<file path="config.mk">
export PLATFORM = sky130hd
export DESIGN_NAME = rlec_ctrl
export DESIGN_NICKNAME = d
export VERILOG_FILES = /design/src/sv/rlec_pkg.sv /design/src/sv/rlec_ctrl.sv
export SDC_FILE = /design/constraint.sdc
export NUM_CORES = 1
export LEC_CHECK = 0
export ABC_AREA = 1
export BUFFER_PORTS_ARGS = -buffer_cell sky130_fd_sc_hd__clkbuf_2
export CORE_MARGIN = 2
export CORE_UTILIZATION = 43
export CTS_CLUSTER_DIAMETER = 30
export DETAILED_ROUTE_END_ITERATION = 12
export HOLD_SLACK_MARGIN = 0.12
export PLACE_DENSITY = 0.73
export SLEW_MARGIN = 10
export SYNTH_ARGS = -nofsm -noshare
export SYNTH_HDL_FRONTEND = slang
export SYNTH_SLANG_ARGS = --single-unit
</file>
<file path="constraint.sdc">
create_clock -name i_clk -period 1.2 [get_ports i_clk]
set_input_delay 0.06 -clock i_clk [delete_from_list [all_inputs] [get_ports i_clk]]
set_output_delay 0.06 -clock i_clk [all_outputs]
set_load 0.03 [all_outputs]
</file>
<file path="src/sv/rlec_pkg.sv">
package rlec_pkg;

    localparam logic KIND_ACQUIRE = 1'b0;
    localparam logic KIND_RELEASE = 1'b1;

    localparam logic [2:0] STS_HIT       = 3'd0;
    localparam logic [2:0] STS_LOADED    = 3'd1;
    localparam logic [2:0] STS_FULL      = 3'd2;
    localparam logic [2:0] STS_NOT_FOUND = 3'd3;
    localparam logic [2:0] STS_BAD_COUNT = 3'd4;
    localparam logic [2:0] STS_OVERFLOW  = 3'd5;

    typedef enum logic [3:0] {
        OP_OVERFLOW,
        OP_HIT,
        OP_HIT_UNUSED,
        OP_LOAD,
        OP_FULL,
        OP_NOT_FOUND,
        OP_BAD_COUNT,
        OP_REL_KEEP,
        OP_REL_HEAD,
        OP_REL_TAIL
    } t_op;

    typedef struct packed {
        logic        valid;
        logic [7:0]  refs;
        logic [31:0] device;
        logic [31:0] key;
    } t_entry;

    typedef struct packed {
        logic clr;
        logic capture;
        logic scan;
        logic decide;
        logic lfix;
        logic ph1;
        logic ph2;
        logic pt1;
        logic pt2;
    } t_cmd;

    typedef struct packed {
        logic clr_done;
        logic scan_end;
        t_op  op;
    } t_sts;

endpackage

</file>
<file path="src/sv/rlec_ctrl.sv">
module rlec_ctrl
    import rlec_pkg::*;
(
    input  logic i_clk,
    input  logic i_rst_n,
    input  logic start,
    output logic busy,
    input  t_sts i_sts,
    output t_cmd o_cmd
);

    typedef enum logic [8:0] {
        S_CLEAR  = 9'b000000001,
        S_IDLE   = 9'b000000010,
        S_SCAN   = 9'b000000100,
        S_DECIDE = 9'b000001000,
        S_LFIX   = 9'b000010000,
        S_PH1    = 9'b000100000,
        S_PH2    = 9'b001000000,
        S_PT1    = 9'b010000000,
        S_PT2    = 9'b100000000
    } t_state;

    t_state r_state;
    t_state n_state;

    always_comb begin
        n_state = r_state;
        case (r_state)
            S_CLEAR:  if (i_sts.clr_done) n_state = S_IDLE;
            S_IDLE:   if (start) n_state = S_SCAN;
            S_SCAN:   if (i_sts.scan_end) n_state = S_DECIDE;
            S_DECIDE: begin
                case (i_sts.op)
                    OP_HIT_UNUSED, OP_LOAD: n_state = S_LFIX;
                    OP_REL_HEAD:            n_state = S_PH1;
                    OP_REL_TAIL:            n_state = S_PT1;
                    default:                n_state = S_IDLE;
                endcase
            end
            S_PH1:    n_state = S_PH2;
            S_PT1:    n_state = S_PT2;
            S_LFIX, S_PH2, S_PT2: n_state = S_IDLE;
            default:  n_state = S_CLEAR;
        endcase
    end

    always_ff @(posedge i_clk) begin
        if (!i_rst_n) begin
            r_state <= S_CLEAR;
        end else begin
            r_state <= n_state;
        end
    end

    assign busy          = (r_state != S_IDLE);
    assign o_cmd.clr     = (r_state == S_CLEAR);
    assign o_cmd.capture = (r_state == S_IDLE) && start;
    assign o_cmd.scan    = (r_state == S_SCAN);
    assign o_cmd.decide  = (r_state == S_DECIDE);
    assign o_cmd.lfix    = (r_state == S_LFIX);
    assign o_cmd.ph1     = (r_state == S_PH1);
    assign o_cmd.ph2     = (r_state == S_PH2);
    assign o_cmd.pt1     = (r_state == S_PT1);
    assign o_cmd.pt2     = (r_state == S_PT2);

endmodule

</file>
Word-level counts from Yosys, hierarchy flattened. Cells that the tools add are included.

Register bits: 9. Input bits: 9. Output and inout port bits: 10.

Equal/unequal tests: 17. Mux-type cells: 5. Reductions and logical operators: 4.

Operators with widths (count): $pmux W9 S7 (1); $mux W9 (3); $pmux W8 S3 (1); $eq A9 B1 Y1 const B (1); $eq A9 B2 Y1 const B (1); $eq A9 B3 Y1 const B (1); $eq A9 B4 Y1 const B (1); $eq A9 B5 Y1 const B (1); $eq A9 B6 Y1 const B (1); $eq A9 B7 Y1 const B (1); $eq A9 B8 Y1 const B (1); $eq A9 B9 Y1 const B (1); $ne A9 B2 Y1 const B (1); $eq A4 B2 Y1 const B (2); $eq A4 B4 Y1 const B (2); $ne A2 B2 Y1 const B (3); $reduce_and A3 Y1 (1); $reduce_or A3 Y1 (1); $reduce_or A2 Y1 (1); $logic_and A1 B1 Y1 (1).

Logic depth before layout (Yosys ltp).
Depth in word-level cells: 4. Depth in mapped cells: 9. Mapped depth without buffers: 9.

Worst setup path before layout. No wires, ideal clock.

Path kind: reg-to-output. Start: register r_state[4]. End: output port o_cmd[0] in the netlist's numbering. Data arrival time: 1.511 ns. Setup slack: -0.371 ns. Cell stages (with the launch flop): 4. Path buffers: 0. Cell sequence: dfxtp_1 -> nor2_4 -> inv_1 -> nor4_1.

RTL lines: from (decl) (RTL line rlec_ctrl.sv:24) `t_state r_state;`; from (signal assigned) (RTL line rlec_ctrl.sv:52) `r_state <= n_state;`; to (decl) (RTL line rlec_ctrl.sv:9) `output t_cmd o_cmd`.

Worst setup path in the final report.
Start: register r_state[1]. End: register r_state[1].

Word-level cells in the longest chain between the ends: 3. Elaborated cells between the ends (all ways): 15. Those cells by class: 12 x eq/ne; 1 x mux; 2 x reduce/logical.

RTL lines: $eq A9 B9 Y1, or another cell as far along (RTL line rlec_ctrl.sv:29) `case (r_state)`; $reduce_or A3 Y1 / $ne A2 B2 Y1 (equally long branches); $pmux W9 S7 / $reduce_and A3 Y1 (equally long branches).

Several ways; a longest one is shown, not always the timed one. A chain may end at the register's enable or synchronous reset.

==> reports/qor.txt <==
CP Data Arrival Time: 1.72 ns
Post-DR vias/cell: 5.81
Post-synthesis cell count: 86
Initial antenna violation count: 0
Starting Density: 46.4%
Clock Path Buffers: 2
Setup Skew: 0.0105 ns
Pin count of the biggest net entering global routing: 9
Flop-to-flop setup slack: -0.36 ns
Row count: 13
Psw: 673 uW
Total gr overflow: 0
Num CTS Buffers: 3
Clk pwr share: 16.2%
Synth top area share: 29.8%
Pre-Repair DR Iteration Count: 5
Comb power frac: 59.0%
Post-DRT Antenna Nets: 0
Detailed Route Iter0 Violations: 57
Core area: 1300 um2
Die Area: 1720 um2
Leak Pwr: 0.000539 uW
Final Cell Area: 1230 um2
Sequential share of power: 24.8%
Clock transition at the registers of the reported paths: 0.06 ns
Final Setup Violations: 17
Synth top cells by count: inv_1, nand2_1, nor2_1
Register bank with the most flops: r_state
Post-Syn Area: 604 um2
Share of cells above drive strength 1: 65.2%
Multi-input logic area: 504 um2
Synth area leaders: dfxtp_1, nor2_4, inv_1
RD Place Congestion: 0.739
VDD IR max: 833 uV
Worst-Skew Late Latency: 0.27 ns
Dpl cell area: 853 um2
Unrepaired setup endpoints after global routing: true
Synthesized area per cell: 7.03 um2
Number of flops mapped to enable cells by yosys: 0
Largest regs: r_state: 9 flops
Ys flop type: dfxtp_1
Library cells used by synthesis: 20
Cells after DPL: 128
Sw Share: 44.5%
Die H: 41.5 um
Fill cells: 37
Violated checks: setup timing
Final hold violation count: 0
Asr flop ratio synth: 0%
Largest register FFs: 9
Vias in the first global route: 761
Max_cap viols: 0
CTS root buf: clkbuf_4
Slew headroom: 73.3%
Post-Layout Cell Count: 150
Inserted Diodes: 0
Setup CP Type: register to register
PnR worst setup slack: -0.361 ns
Final #Nets: 145
Worst Path Required: 1.36 ns
Sequential share of the synthesized area: 29.8%
CTS Sinks: 9
Fmax: 0.640 GHz
Fin crit period: 1.56 ns
I/O pin count: 19
Pwr dens: 1230 nW/um2
Post-synth top area cell: dfxtp_1
Final worst-path cycle share: 130%
Layout overhead on the synthesized area: 104%
Critical path peak fanout: 3
Post-synthesis register bit count: 9
Measured slew at the worst slew-check pin: 0.400 ns
Gr usage total: 27.9%
Wirelength, routed: 2890 um
Register area: 189 um2
DRC viols: 0
Status: complete, but fails checks
CTS tree: done
HPWL Detailed: 1200 um
Crit end category: register
First-pass GRT wire length: 3560 um
Warnings from Yosys: 0
Int Power: 840 uW
Critical path launch point type: register
Post-synth net total: 95
Final slew viol count: 0
Setup TNS: -3.73 ns
Hold crit path type: input pin to register
Htree depth: 1
I/O Buffers: 18
Die W: 41.5 um
Total number of vias: 871
Detailed-route wire length per cell: 19.2 um
==> path summary, 6_finish.rpt <==
| path | start | endpoint | depth (start not counted) |
|---|---|---|---|
| setup / recovery | r_state[1]$_SDFFE_PN0P_ | r_state[1]$_SDFFE_PN0P_ | 10 |
| hold / removal | i_sts[5] | r_state[0]$_SDFFE_PN1P_ | 4 |
| setup reg to reg | r_state[1]$_SDFFE_PN0P_ | r_state[1]$_SDFFE_PN0P_ | 10 |
| hold reg to reg | r_state[7]$_SDFFE_PN0P_ | r_state[8]$_SDFFE_PN0P_ | 2 |
==> routing by layer <==
layer	vias to the layer above	part of all wire, %	GRT usage, %
met5	-	0	0
met1	393	34	31.9
met2	85	53	48.4
met3	18	9.6	4.35
met4	0	4.0	16.1
li1	375	-	-
==> what timing repair did <==
item	CTS	global route
hold buffers	6	0
endpoints found under the setup margin	13	17
hold endpoints to repair	5	0
gates resized for setup	32	22
pin swaps	9	9
setup buffers	11	1
==> cell type report <==
| type | count | share of cell area, % |
|---|---|---|
| multi-input cells | 62 | 41.0 |
| repair buffers | 45 | 34.9 |
| flip-flops and latches | 9 | 15.3 |
| inverters | 15 | 5.18 |
| clock buffers | 4 | 2.13 |
| well taps | 15 | 1.52 |
==> cell usage in the layout, fill, tap and decap left out, types with 2 or more instances in the layout <==
| cell | n |
|---|---|
| buf_4 | 16 |
| buf_6 | 5 |
| buf_8 | 7 |
| clkbuf_2 | 8 |
| clkbuf_4 | 3 |
| clkbuf_8 | 2 |
| dfxtp_1 | 2 |
| dfxtp_2 | 7 |
| dlygate4sd3_1 | 6 |
| inv_1 | 10 |
| inv_2 | 2 |
| inv_4 | 3 |
| nand2_1 | 9 |
| nand2_2 | 7 |
| nand3_1 | 3 |
| nand3_4 | 2 |
| nor2_1 | 10 |
| nor2_4 | 12 |
| nor3_1 | 3 |
| nor3_2 | 2 |
| nor3_4 | 2 |
==> power by group through the flow <==
stage | registers (uW) | logic (uW) | clock network (uW)
after floorplan | 356 | 389 | 0
after global placement | 358 | 522 | 0
after detailed placement | 361 | 533 | 0
after CTS | 367 | 719 | 235
after global routing | 377 | 944 | 250
final | 375 | 893 | 245
==> through the flow <==
stage          utilization (%)  hold WS, ns  setup WS [ns]  power [uW]
5_1_grt                   94.6        0.281         -0.422        1570
4_1_cts                   88.8        0.122         -0.222        1320
3_3_place_gp              65.6        0.231        -0.0429         881
3_5_place_dp              65.6        0.237        -0.0847         894
2_1_floorplan                -        0.130        -0.0871         745
6_report                  94.6        0.258         -0.361        1510
==> worst max-delay path, cell delays in order, from the launching register on <==
cell and delay (ns):
dfxtp_1 0.40, inv_1 0.11, nor2_1 0.10, nand2_1 0.11, nor2_4 0.16, buf_4 0.14
nand2_1 0.12, nand3_4 0.15, nand2_2 0.07, nand2_2 0.06, nor2_2 0.03
==> cells by family after synthesis <==
group | Yosys count | synth area share [%]
compound gates | 4 | 4.55
flops | 9 | 29.8
buf+inv | 15 | 9.32
simple gates | 58 | 56.3
No activity file was read; power rests on OpenSTA's default activity.
